==> src/sle_pkg.sv <==
// Shared constants, codes and control types of the sorted list engine.
package sle_pkg;

  localparam int CAPACITY = 16;
  localparam int CNT_W    = $clog2(CAPACITY + 1);
  localparam int IDX_W    = (CAPACITY > 1) ? $clog2(CAPACITY) : 1;
  localparam int VAL_W    = 32;
  localparam int OP_W     = 2;
  localparam int STAT_W   = 2;
  localparam int HELD_W   = 5;

  typedef logic [OP_W-1:0]   op_t;
  typedef logic [STAT_W-1:0] stat_t;

  localparam op_t OP_INSERT = 2'd0;
  localparam op_t OP_DELETE = 2'd1;
  localparam op_t OP_SEARCH = 2'd2;
  localparam op_t OP_DUMP   = 2'd3;

  localparam stat_t ST_DONE      = 2'd0;
  localparam stat_t ST_EMPTY     = 2'd1;
  localparam stat_t ST_NOT_FOUND = 2'd2;
  localparam stat_t ST_FULL      = 2'd3;

  typedef enum logic [1:0] {
    CMD_HOLD,
    CMD_INSERT,
    CMD_DELETE,
    CMD_ROTATE
  } cmd_t;

  typedef struct packed {
    cmd_t                    cmd;
    logic signed [VAL_W-1:0] key;
    logic [CNT_W-1:0]        count;
    logic signed [VAL_W-1:0] head;
  } ctrl_t;

endpackage

==> src/sle_if.sv <==
// Request and response channel interfaces of the sorted list engine.
interface sle_req_if;
  import sle_pkg::*;
  logic                    valid;
  logic                    ready;
  op_t                     operation;
  logic signed [VAL_W-1:0] value;
  modport source (output valid, operation, value, input ready);
  modport sink (input valid, operation, value, output ready);
endinterface

interface sle_rsp_if;
  import sle_pkg::*;
  logic                    valid;
  logic                    ready;
  stat_t                   status;
  logic signed [VAL_W-1:0] entry_value;
  logic [HELD_W-1:0]       entries_held;
  logic                    last_of_run;
  modport source (output valid, status, entry_value, entries_held, last_of_run, input ready);
  modport sink (input valid, status, entry_value, entries_held, last_of_run, output ready);
endinterface

==> src/sle_cell.sv <==
// One storage cell of the sorted chain: holds a value, compares, shifts.
module sle_cell (
  input  logic                            clk,
  input  sle_pkg::ctrl_t                  ctrl,
  input  logic [sle_pkg::IDX_W-1:0]       idx,
  input  logic signed [sle_pkg::VAL_W-1:0] left_val,
  input  logic                            left_gt,
  input  logic signed [sle_pkg::VAL_W-1:0] right_val,
  output logic signed [sle_pkg::VAL_W-1:0] val,
  output logic                            gt,
  output logic                            eq
);
  import sle_pkg::*;

  logic             occ;
  logic             lt;
  logic             at_end;
  logic             at_tail;
  logic [CNT_W-1:0] pos;

  assign pos     = CNT_W'(idx);
  assign occ     = pos < ctrl.count;
  assign at_end  = pos == ctrl.count;
  assign at_tail = pos == (ctrl.count - CNT_W'(1));
  assign gt      = occ && (val > ctrl.key);
  assign lt      = occ && (val < ctrl.key);
  assign eq      = occ && (val == ctrl.key);

  always_ff @(posedge clk) begin
    case (ctrl.cmd)
      CMD_INSERT: begin
        if (left_gt) begin
          val <= left_val;
        end else if (gt || at_end) begin
          val <= ctrl.key;
        end
      end
      CMD_DELETE: begin
        if (occ && !lt) begin
          val <= right_val;
        end
      end
      CMD_ROTATE: begin
        val <= at_tail ? ctrl.head : right_val;
      end
      default: begin
      end
    endcase
  end

endmodule

==> src/sle_chain.sv <==
// Row of sorted cells with neighbor links, head tap and match reduction.
module sle_chain (
  input  logic                             clk,
  input  sle_pkg::ctrl_t                   ctrl,
  output logic signed [sle_pkg::VAL_W-1:0] head,
  output logic                             found
);
  import sle_pkg::*;

  logic signed [VAL_W-1:0] vals [CAPACITY];
  logic [CAPACITY-1:0]     gts;
  logic [CAPACITY-1:0]     eqs;

  for (genvar i = 0; i < CAPACITY; i++) begin : g_cell
    logic signed [VAL_W-1:0] lv;
    logic                    lg;
    logic signed [VAL_W-1:0] rv;
    if (i == 0) begin : g_first
      assign lv = '0;
      assign lg = 1'b0;
    end else begin : g_mid
      assign lv = vals[i-1];
      assign lg = gts[i-1];
    end
    if (i == CAPACITY - 1) begin : g_last
      assign rv = vals[i];
    end else begin : g_inner
      assign rv = vals[i+1];
    end
    sle_cell u_cell (
      .clk       (clk),
      .ctrl      (ctrl),
      .idx       (IDX_W'(i)),
      .left_val  (lv),
      .left_gt   (lg),
      .right_val (rv),
      .val       (vals[i]),
      .gt        (gts[i]),
      .eq        (eqs[i])
    );
  end

  assign head  = vals[0];
  assign found = |eqs;

endmodule

==> src/sorted_list_engine.sv <==
// Top level of the sorted list engine: sequencer, count and result register.
//
// Holds up to CAPACITY signed values in nondecreasing order in a row of cells.
// Request channel (req): operation and value; accepted when valid and ready.
// Response channel (rsp): status, entry_value, entries_held, last_of_run.
// Insert, delete and search: once accepted and with the result register
// free, all cells compare against the value in parallel and an insert or
// delete shifts them in one step; the result is registered at that edge and
// shown the next cycle. A new request is taken while that result waits.
// Dump: the cells rotate once per emitted entry, one entry per cycle after
// the first while rsp is not stalled, and no new request is taken until the
// last entry is registered; an empty dump gives a single empty status.
// When rsp is stalled the result register holds and the sequencer waits;
// no result is lost.
// Reset (rst, synchronous) clears the count and control state; cell contents
// are left as they are and only entries below the count are ever read.
module sorted_list_engine (
  input logic     clk,
  input logic     rst,
  sle_req_if.sink req,
  sle_rsp_if.source rsp
);
  import sle_pkg::*;

  typedef enum logic [1:0] {S_IDLE, S_EXEC, S_DUMP} state_t;

  state_t                  state;
  op_t                     op_q;
  logic signed [VAL_W-1:0] key_q;
  logic [CNT_W-1:0]        count;
  logic [CNT_W-1:0]        dump_left;
  logic                    out_valid;
  stat_t                   out_status;
  logic signed [VAL_W-1:0] out_value;
  logic [HELD_W-1:0]       out_held;
  logic                    out_last;

  ctrl_t                   ctrl;
  logic signed [VAL_W-1:0] head;
  logic                    found;
  logic                    slot_free;
  logic                    full;
  logic                    empty;

  assign slot_free = !out_valid || rsp.ready;
  assign full      = count >= CNT_W'(CAPACITY);
  assign empty     = count == '0;

  always_comb begin
    ctrl.cmd   = CMD_HOLD;
    ctrl.key   = key_q;
    ctrl.count = count;
    ctrl.head  = head;
    if (state == S_EXEC && slot_free) begin
      case (op_q)
        OP_INSERT: ctrl.cmd = full ? CMD_HOLD : CMD_INSERT;
        OP_DELETE: ctrl.cmd = (!empty && found) ? CMD_DELETE : CMD_HOLD;
        default:   ctrl.cmd = CMD_HOLD;
      endcase
    end else if (state == S_DUMP && slot_free) begin
      ctrl.cmd = CMD_ROTATE;
    end
  end

  sle_chain u_chain (
    .clk   (clk),
    .ctrl  (ctrl),
    .head  (head),
    .found (found)
  );

  always_ff @(posedge clk) begin
    if (rst) begin
      state     <= S_IDLE;
      out_valid <= 1'b0;
      count     <= '0;
      dump_left <= '0;
    end else begin
      case (state)
        S_IDLE: begin
          if (out_valid && rsp.ready) begin
            out_valid <= 1'b0;
          end
          if (req.valid) begin
            op_q  <= req.operation;
            key_q <= req.value;
            state <= S_EXEC;
          end
        end
        S_EXEC: begin
          if (slot_free) begin
            out_value <= '0;
            out_last  <= 1'b1;
            case (op_q)
              OP_INSERT: begin
                out_valid <= 1'b1;
                state     <= S_IDLE;
                if (full) begin
                  out_status <= ST_FULL;
                  out_held   <= HELD_W'(count);
                end else begin
                  out_status <= ST_DONE;
                  count      <= count + CNT_W'(1);
                  out_held   <= HELD_W'(count + CNT_W'(1));
                end
              end
              OP_DUMP: begin
                out_held <= HELD_W'(count);
                if (empty) begin
                  out_valid  <= 1'b1;
                  out_status <= ST_EMPTY;
                  state      <= S_IDLE;
                end else begin
                  out_valid <= 1'b0;
                  dump_left <= count;
                  state     <= S_DUMP;
                end
              end
              default: begin
                out_valid <= 1'b1;
                state     <= S_IDLE;
                if (empty) begin
                  out_status <= ST_EMPTY;
                  out_held   <= HELD_W'(count);
                end else if (!found) begin
                  out_status <= ST_NOT_FOUND;
                  out_held   <= HELD_W'(count);
                end else if (op_q == OP_DELETE) begin
                  out_status <= ST_DONE;
                  count      <= count - CNT_W'(1);
                  out_held   <= HELD_W'(count - CNT_W'(1));
                end else begin
                  out_status <= ST_DONE;
                  out_held   <= HELD_W'(count);
                end
              end
            endcase
          end
        end
        S_DUMP: begin
          if (slot_free) begin
            out_valid  <= 1'b1;
            out_status <= ST_DONE;
            out_value  <= head;
            out_held   <= HELD_W'(count);
            out_last   <= dump_left == CNT_W'(1);
            dump_left  <= dump_left - CNT_W'(1);
            if (dump_left == CNT_W'(1)) begin
              state <= S_IDLE;
            end
          end
        end
        default: state <= S_IDLE;
      endcase
    end
  end

  assign req.ready        = state == S_IDLE;
  assign rsp.valid        = out_valid;
  assign rsp.status       = out_status;
  assign rsp.entry_value  = out_value;
  assign rsp.entries_held = out_held;
  assign rsp.last_of_run  = out_last;

  a_count_bound: assert property (@(posedge clk) disable iff (rst)
    count <= CNT_W'(CAPACITY))
    else $error("entry count above capacity");

  a_count_step: assert property (@(posedge clk) disable iff (rst)
    !$stable(count) |->
      (count == $past(count) + CNT_W'(1) || count == $past(count) - CNT_W'(1)))
    else $error("entry count moved by more than one");

  a_dump_left: assert property (@(posedge clk) disable iff (rst)
    state == S_DUMP |-> dump_left != '0)
    else $error("dump running with nothing left");

  a_accept_exec: assert property (@(posedge clk) disable iff (rst)
    req.valid && req.ready |=> state == S_EXEC)
    else $error("accepted item not executed");

endmodule

==> src/flat_wrapper.sv <==
// flat-port wrapper written by rule: the top's interface ports become plain ports
module sorted_list_engine_flat import sle_pkg::*;
  (clk, rst, req_valid, req_operation, req_value, req_ready, rsp_valid, rsp_status, rsp_entry_value, rsp_entries_held, rsp_last_of_run, rsp_ready);
  sle_req_if req_i ();
  sle_rsp_if rsp_i ();
  input logic clk;
  input logic rst;
  input wire logic [$bits(req_i.valid)-1:0] req_valid;
  input wire logic [$bits(req_i.operation)-1:0] req_operation;
  input wire logic [$bits(req_i.value)-1:0] req_value;
  output wire logic [$bits(req_i.ready)-1:0] req_ready;
  output wire logic [$bits(rsp_i.valid)-1:0] rsp_valid;
  output wire logic [$bits(rsp_i.status)-1:0] rsp_status;
  output wire logic [$bits(rsp_i.entry_value)-1:0] rsp_entry_value;
  output wire logic [$bits(rsp_i.entries_held)-1:0] rsp_entries_held;
  output wire logic [$bits(rsp_i.last_of_run)-1:0] rsp_last_of_run;
  input wire logic [$bits(rsp_i.ready)-1:0] rsp_ready;
  assign req_i.valid = req_valid;
  assign req_i.operation = req_operation;
  assign req_i.value = req_value;
  assign req_ready = req_i.ready;
  assign rsp_valid = rsp_i.valid;
  assign rsp_status = rsp_i.status;
  assign rsp_entry_value = rsp_i.entry_value;
  assign rsp_entries_held = rsp_i.entries_held;
  assign rsp_last_of_run = rsp_i.last_of_run;
  assign rsp_i.ready = rsp_ready;
  sorted_list_engine u_core (.clk(clk), .rst(rst), .req(req_i), .rsp(rsp_i));
endmodule
==> config.mk <==
export PLATFORM = sky130hd
export DESIGN_NAME = sorted_list_engine_flat
export DESIGN_NICKNAME = d
export VERILOG_FILES = /design/src/sle_pkg.sv /design/src/sle_if.sv /design/src/sle_cell.sv /design/src/sle_chain.sv /design/src/sorted_list_engine.sv /design/src/flat_wrapper.sv
export SDC_FILE = /design/constraint.sdc
export NUM_CORES = 2
export LEC_CHECK = 0
export BUFFER_PORTS_ARGS = -buffer_cell sky130_fd_sc_hd__buf_4
export CORE_MARGIN = 2
export CORE_UTILIZATION = 38
export CTS_CLUSTER_SIZE = 14
export DETAILED_ROUTE_END_ITERATION = 16
export GPL_ROUTABILITY_DRIVEN = 1
export PLACE_DENSITY_LB_ADDON = 0.2
export SLEW_MARGIN = 20
export SYNTH_ARGS = -nofsm -noshare
export SYNTH_HDL_FRONTEND = slang
export SYNTH_HIERARCHICAL = 1
export SYNTH_SLANG_ARGS = --single-unit
export TNS_END_PERCENT = 100
==> constraint.sdc <==
create_clock -name clk -period 14.41 [get_ports clk]
set_input_delay 2.1615 -clock clk [delete_from_list [all_inputs] [get_ports clk]]
set_output_delay 2.1615 -clock clk [all_outputs]
set_load 0.01 [all_outputs]
[After elaboration in Yosys (flattened, before gate mapping)]
Cells that the tools add are included.
Storage, ports and cells
  flip-flop bits (word level): 599
  latch bits: 0
  RAM bits: 0
  ROM bits: 0
  input bits: 38
  output and inout bits: 42
  memories kept: 0
Operators by class
  add/subtract/negate cells: 3
  multipliers: 0
  div/mod/pow operators: 0
  order comparisons: 48
  equality and inequality tests: 95
  shift operators: 0
  muxes and demuxes: 122
  bitwise gates (word level): 1
  reduce and logical (&&, ||, !) cells: 132
Operators with widths (count)
  32-bit two-way mux: 64
  32-bit case mux with 3 select lines: 15
  32-bit == test: 16
  32-bit > comparator: 16
  32-bit < comparator: 15
  32-bit case mux with 2 select lines: 2
  4-bit by 5-bit == test with 1-bit output, first input constant: 16
  1-bit logical AND: 66
  5-bit two-way mux: 10
  3-bit AND reduction: 16
  3-bit by 1-bit inequality test with 1-bit output, second input constant: 15
  3-bit by 5-bit == test with 1-bit output, first input constant: 8
  4-bit by 5-bit < comparator with 1-bit output, first input constant: 8
  2-bit by 1-bit inequality test with 1-bit output, second input constant: 20
  2-bit two-way mux: 15
  5-bit case mux with 2 select lines: 3
  2-bit by 5-bit == test with 1-bit output, first input constant: 4
  3-bit by 5-bit < comparator with 1-bit output, first input constant: 4
  1-bit zero test: 17
  1-bit logical OR: 17
  4-bit AND reduction: 4
  16-bit OR reduction: 1
  2-bit case mux with 2 select lines: 3
  1-bit by 5-bit == test with 1-bit output, first input constant: 2
  other kinds (21): 44

[Longest topological paths before layout]
  depth after elaboration: 10
  mapped depth: 18

[Hierarchy]
Netlist, hierarchy kept.
Modules (own cells, without submodules)
  sle_cell (u_core.u_chain.g_cell[0].u_cell ...): instances 14, cells each 333, area an instance 3113.0 µm², sequential area each 960.9 µm²
  sorted_list_engine: instances 1, cells each 277, area an instance 3731.1 µm², sequential area each 2482.4 µm²
  sle_cell (u_core.u_chain.g_cell[9].u_cell): instances 1, cells each 331, area an instance 2982.9 µm², sequential area each 960.9 µm²
  sle_cell (u_core.u_chain.g_cell[14].u_cell): instances 1, cells each 328, area an instance 2969.1 µm², sequential area each 960.9 µm²
  sle_chain: instances 1, cells each 7, area an instance 38.8 µm², sequential area each 0.0 µm²

[Worst setup path after synthesis]
No wires, ideal clock.
  kind: input port to flip-flop
  from: input rsp_ready
  to: register u_core/u_chain/g_cell[0].u_cell/val[0] in the netlist's numbering, enable pin
  arrival time: 6.616 ns
  data required time: 13.979 ns
  path slack: 7.363 ns
  cell stages on the path: 7
  path buffers: 1
  cells stage by stage: nor2b_1 > clkbuf_1 > a21oi_1 > o31ai_1 > nand2_1 > nand3b_1 > o211ai_1
RTL lines
  start: declaration: RTL line flat_wrapper.sv:17  | input wire logic [$bits(rsp_i.ready)-1:0] rsp_ready;
  end signal: assignment: RTL line sle_cell.sv:33  | val <= left_val;
  end signal: assignment: RTL line sle_cell.sv:35  | val <= ctrl.key;
  end signal: assignment: RTL line sle_cell.sv:40  | val <= right_val;
  end: declaration: RTL line sle_cell.sv:9  | output logic signed [sle_pkg::VAL_W-1:0] val,

==> results.txt <==
- The highest metal layer carrying signal wires in the routed design is met5.
- Setup repair after global routing missed its margin: false
- Fraction of layout cells with a size suffix above 1: 0.0771
- Fmax: 120 MHz
- The critical path goes through buf_4 > inv_1 > ha_1 > nand4_1 > or4_4 > or4b_4 > nor2_1 > nor4_1 > nand4_1 > and2_1 > nand3_1 > a21oi_4 > buf_4 > buf_12 > clkinv_1 > a211o_1 > or3_1 > o211ai_1 > buf_4.
- Iteration count of the initial detailed-routing pass: 8
- Port bufs: 79
* Number of setup buffers added after CTS: 0
- Clock-pin slew reported for the worst setup and hold paths after clock tree synthesis: 0.06 ns
- Hold path startpoint: u_core/dump_left[4]
- Largest stage delay, worst path: 1.09 ns
* Number of warnings issued by yosys: 6
- Global routing finished with a remaining overflow of 0.
- Number of placed cells counting well taps: 7,560
- The final hold violation count came to 0.
- Net switching share of the total power: 0.294
- The worst path needs 8.30 ns of the cycle, external delays included.
- Via count of the first global-routing pass: 45,000
* Clock sink total: 599
- Most used cell along the critical path: sky130_fd_sc_hd__buf_4
- Overall fraction of global-route tracks in use: 0.276
- The largest individual stage delay along the critical path comes from the cell sky130_fd_sc_hd__clkinv_1.
- Number of hold-repair buffers added at the cts stage: 0
- Vertical die dimension: 378 um
- Final design instance area without fill: 0.0587 sq mm
- GPL Wtd Cong: 0.919
* Via count of the routed design: 45,400
- The first global-routing pass estimated 292,000 um of wire.
- Via-per-instance ratio: 5.89
- Pin count of the biggest net entering global routing: 122
- Met2 wire length: 94,600 um
- Synthesis produced 5,601 cells.
* Slew margin rel.: 0.252
- Total wirelength of the detailed-routed design: 202,000 um
- Hold Path Sink: u_core/dump_left[4]
* Number of DRC violations after detailed-routing iteration 0: 4,844
- Max-Cap Viols: 0
- Maximum level of the CTS H-tree: 3
* Finished Layout Cells: 7,700
- Compared with the post-synthesis result, the final layout area differs by 10.1%.
- Power Internal: 3.39 mW
* Pleak: 24.5 nW
- Buffers from clock root to sink, at most: 3
- Skew-Pair Late Insertion Delay: 0.67 ns
- Measured on the finished design, the core utilization comes to 0.421.
- The worst setup path is captured at a register.
- After detailed placement, the total cell area comes to 0.0563 sq mm.
- Part of the total power dissipated in sequential elements: 0.420
* Wire length the detailed router placed on met1: 81,500 um
* Clock skew after layout: 0.0329 ns
- For the worst flop-to-flop path, the logic depth is 19.
- The min-delay analysis places its worst path in the category register to register.
- Dividing the detail-routed wire length by the instance count gives 26.2 um.
- The startpoint identified for the worst register-to-register timing path is u_core/key_q[27].
* Dpl hpwl: 141,000 um
* Number of instances on the worst hold path: 2
* Number of design rule violations left after detail routing: 0
* Number of antenna violations at the first check in global routing: 16
- A synthesized cell averages 9.51 sq um.
- Number of CTS-inserted buffers: 76
* Detail Route met3 WL: 15,600 um
- The synthesized netlist occupies a cell area of 0.0533 sq mm.
- Final hold slack: 0.493 ns
- Sort of element at the start of the critical path: register
* Clock tree from TritonCTS: built
- For this configuration, the core starts out at a cell density of 0.382.
- Total power for the finished layout comes to 4.80 mW.
- After floorplanning, the core was divided into 137 placement rows.
- The die covers 0.143 sq mm.
* Pre-CTS worst setup slack: 6.80 ns
* Combinational share of power: 0.187
- Number of gates given a new drive strength after cts: 0
* Setup slack of the critical path after layout: 6.11 ns
- Setup violations remaining at the end of the flow were counted as 0.
- In this run the worst path has a maximum fanout of 121.
- The root buffer cell chosen for the clock tree is sky130_fd_sc_hd__clkbuf_16.
- The region available for standard cell placement spans 0.139 sq mm.
* Arrival @ worst endpoint: 8.60 ns
- For this design the ratio of total power to cell area is 81.8 mW/mm^2.
- The detail route stage leaves a number of antenna-violating nets equal to 0.
- VDD sags by at most 0.0722 mV.
- Worst-margin pin slew: 1.12 ns
- At the end of the flow, the number of nets in the layout was 6,403.
- Clock power frac: 0.393
- In this run the count of I/O pins placed on the die edge is 80.
- Final sum of negative setup slack: 0 ns
- The number of max-slew violations in the final report was 0.
- Die extent in x: 378 um
- Type of the worst setup path: register to register
* Reg2Reg Setup Slack: 6.11 ns
- Data on the critical path is required at its endpoint by 14.71 ns.
- Fin crit share: 0.576
- Worst setup path startpoint: u_core/key_q[27]
* Switching power: 1.41 mW
- The run finished with clean final reports.
- The worst register-to-register path ends at u_core/u_chain/g_cell[8].u_cell/val[10].
==> power by group through the flow <==
| stage | Sequential, mW | Combinational [mW] | Clock [mW] |
|---|---|---|---|
| after floorplan | 2.06 | 0.591 | 0 |
| after global placement | 2.05 | 0.862 | 0 |
| after detailed placement | 2.05 | 0.877 | 0 |
| after CTS | 2.02 | 0.882 | 1.92 |
| after global routing | 2.02 | 0.988 | 1.97 |
| final | 2.02 | 0.898 | 1.88 |
==> cell type report <==
type                       instances  area (sq um)
sequential                       599         17900
inverter                         672          2520
timing repair buffer             225          1720
antenna                            2          5.00
fill                           13700         80700
clock inverter                    42           335
tap                             1876          2350
multi-input combinational       4188         31900
clock buffer                      96          2020
==> metal layers <==
layer,track usage,vias up
li1,-,20900
met1,0.349,22200
met2,0.457,1772
met3,0.0506,477
met4,0.122,10
met5,0,-
==> worst max-delay path by stage <==
stage | end | slack [ns] | cells after the start
final | u_core/u_chain/g_cell[8].u_cell/val[10] | 6.11 | 19
after global routing | u_core/u_chain/g_cell[8].u_cell/val[10] | 5.88 | 20
after CTS | u_core/u_chain/g_cell[8].u_cell/val[10] | 6.78 | 20
after detailed placement | u_core/u_chain/g_cell[8].u_cell/val[2] | 6.80 | 20
after global placement | u_core/u_chain/g_cell[8].u_cell/val[0] | 6.88 | 20
after floorplan | u_core/u_chain/g_cell[0].u_cell/val[0] | 7.36 | 7
==> sequential cells by signal, summed over array words and instances, names as in the netlist <==
register	cells
u_core/rsp.status	2
u_core/rsp.entry_value	32
u_core/state	2
u_core/dump_left	5
u_core/op_q	2
u_core/key_q	32
u_core/u_chain/g_cell.u_cell/val	512
u_core/rsp.valid	1
u_core/rsp.last_of_run	1
u_core/rsp.entries_held	5
u_core/count	5
==> cell usage in the layout (no fill, tap or decap), drive strengths merged, types with 17 or more instances in the layout <==
cell type,instances
buf,225
nand3,57
edfxtp,586
nand4b,17
clkinv,39
ha,603
nand2b,20
o211a,435
conb,146
inv,670
nor2b,38
xnor2,49
a21oi,785
and4,59
and2,34
o31ai,35
nand2,572
o21ai,111
clkbuf,96
a221oi,17
xor2,32
mux2i,513
or3,75
nor2,151
a21o,77
o211ai,31
nor3b,33
o221a,30
a211oi,80
nand4,72
==> critical path, delay by kind of cell (launching register included) <==
kind	cells	cell delay [ns]
flops	1	0.32
compound gates	3	1.03
fa+ha+maj	1	0.34
simple gates	9	3.17
buf+inv	6	2.83
Power figures use the tool's default switching activity.
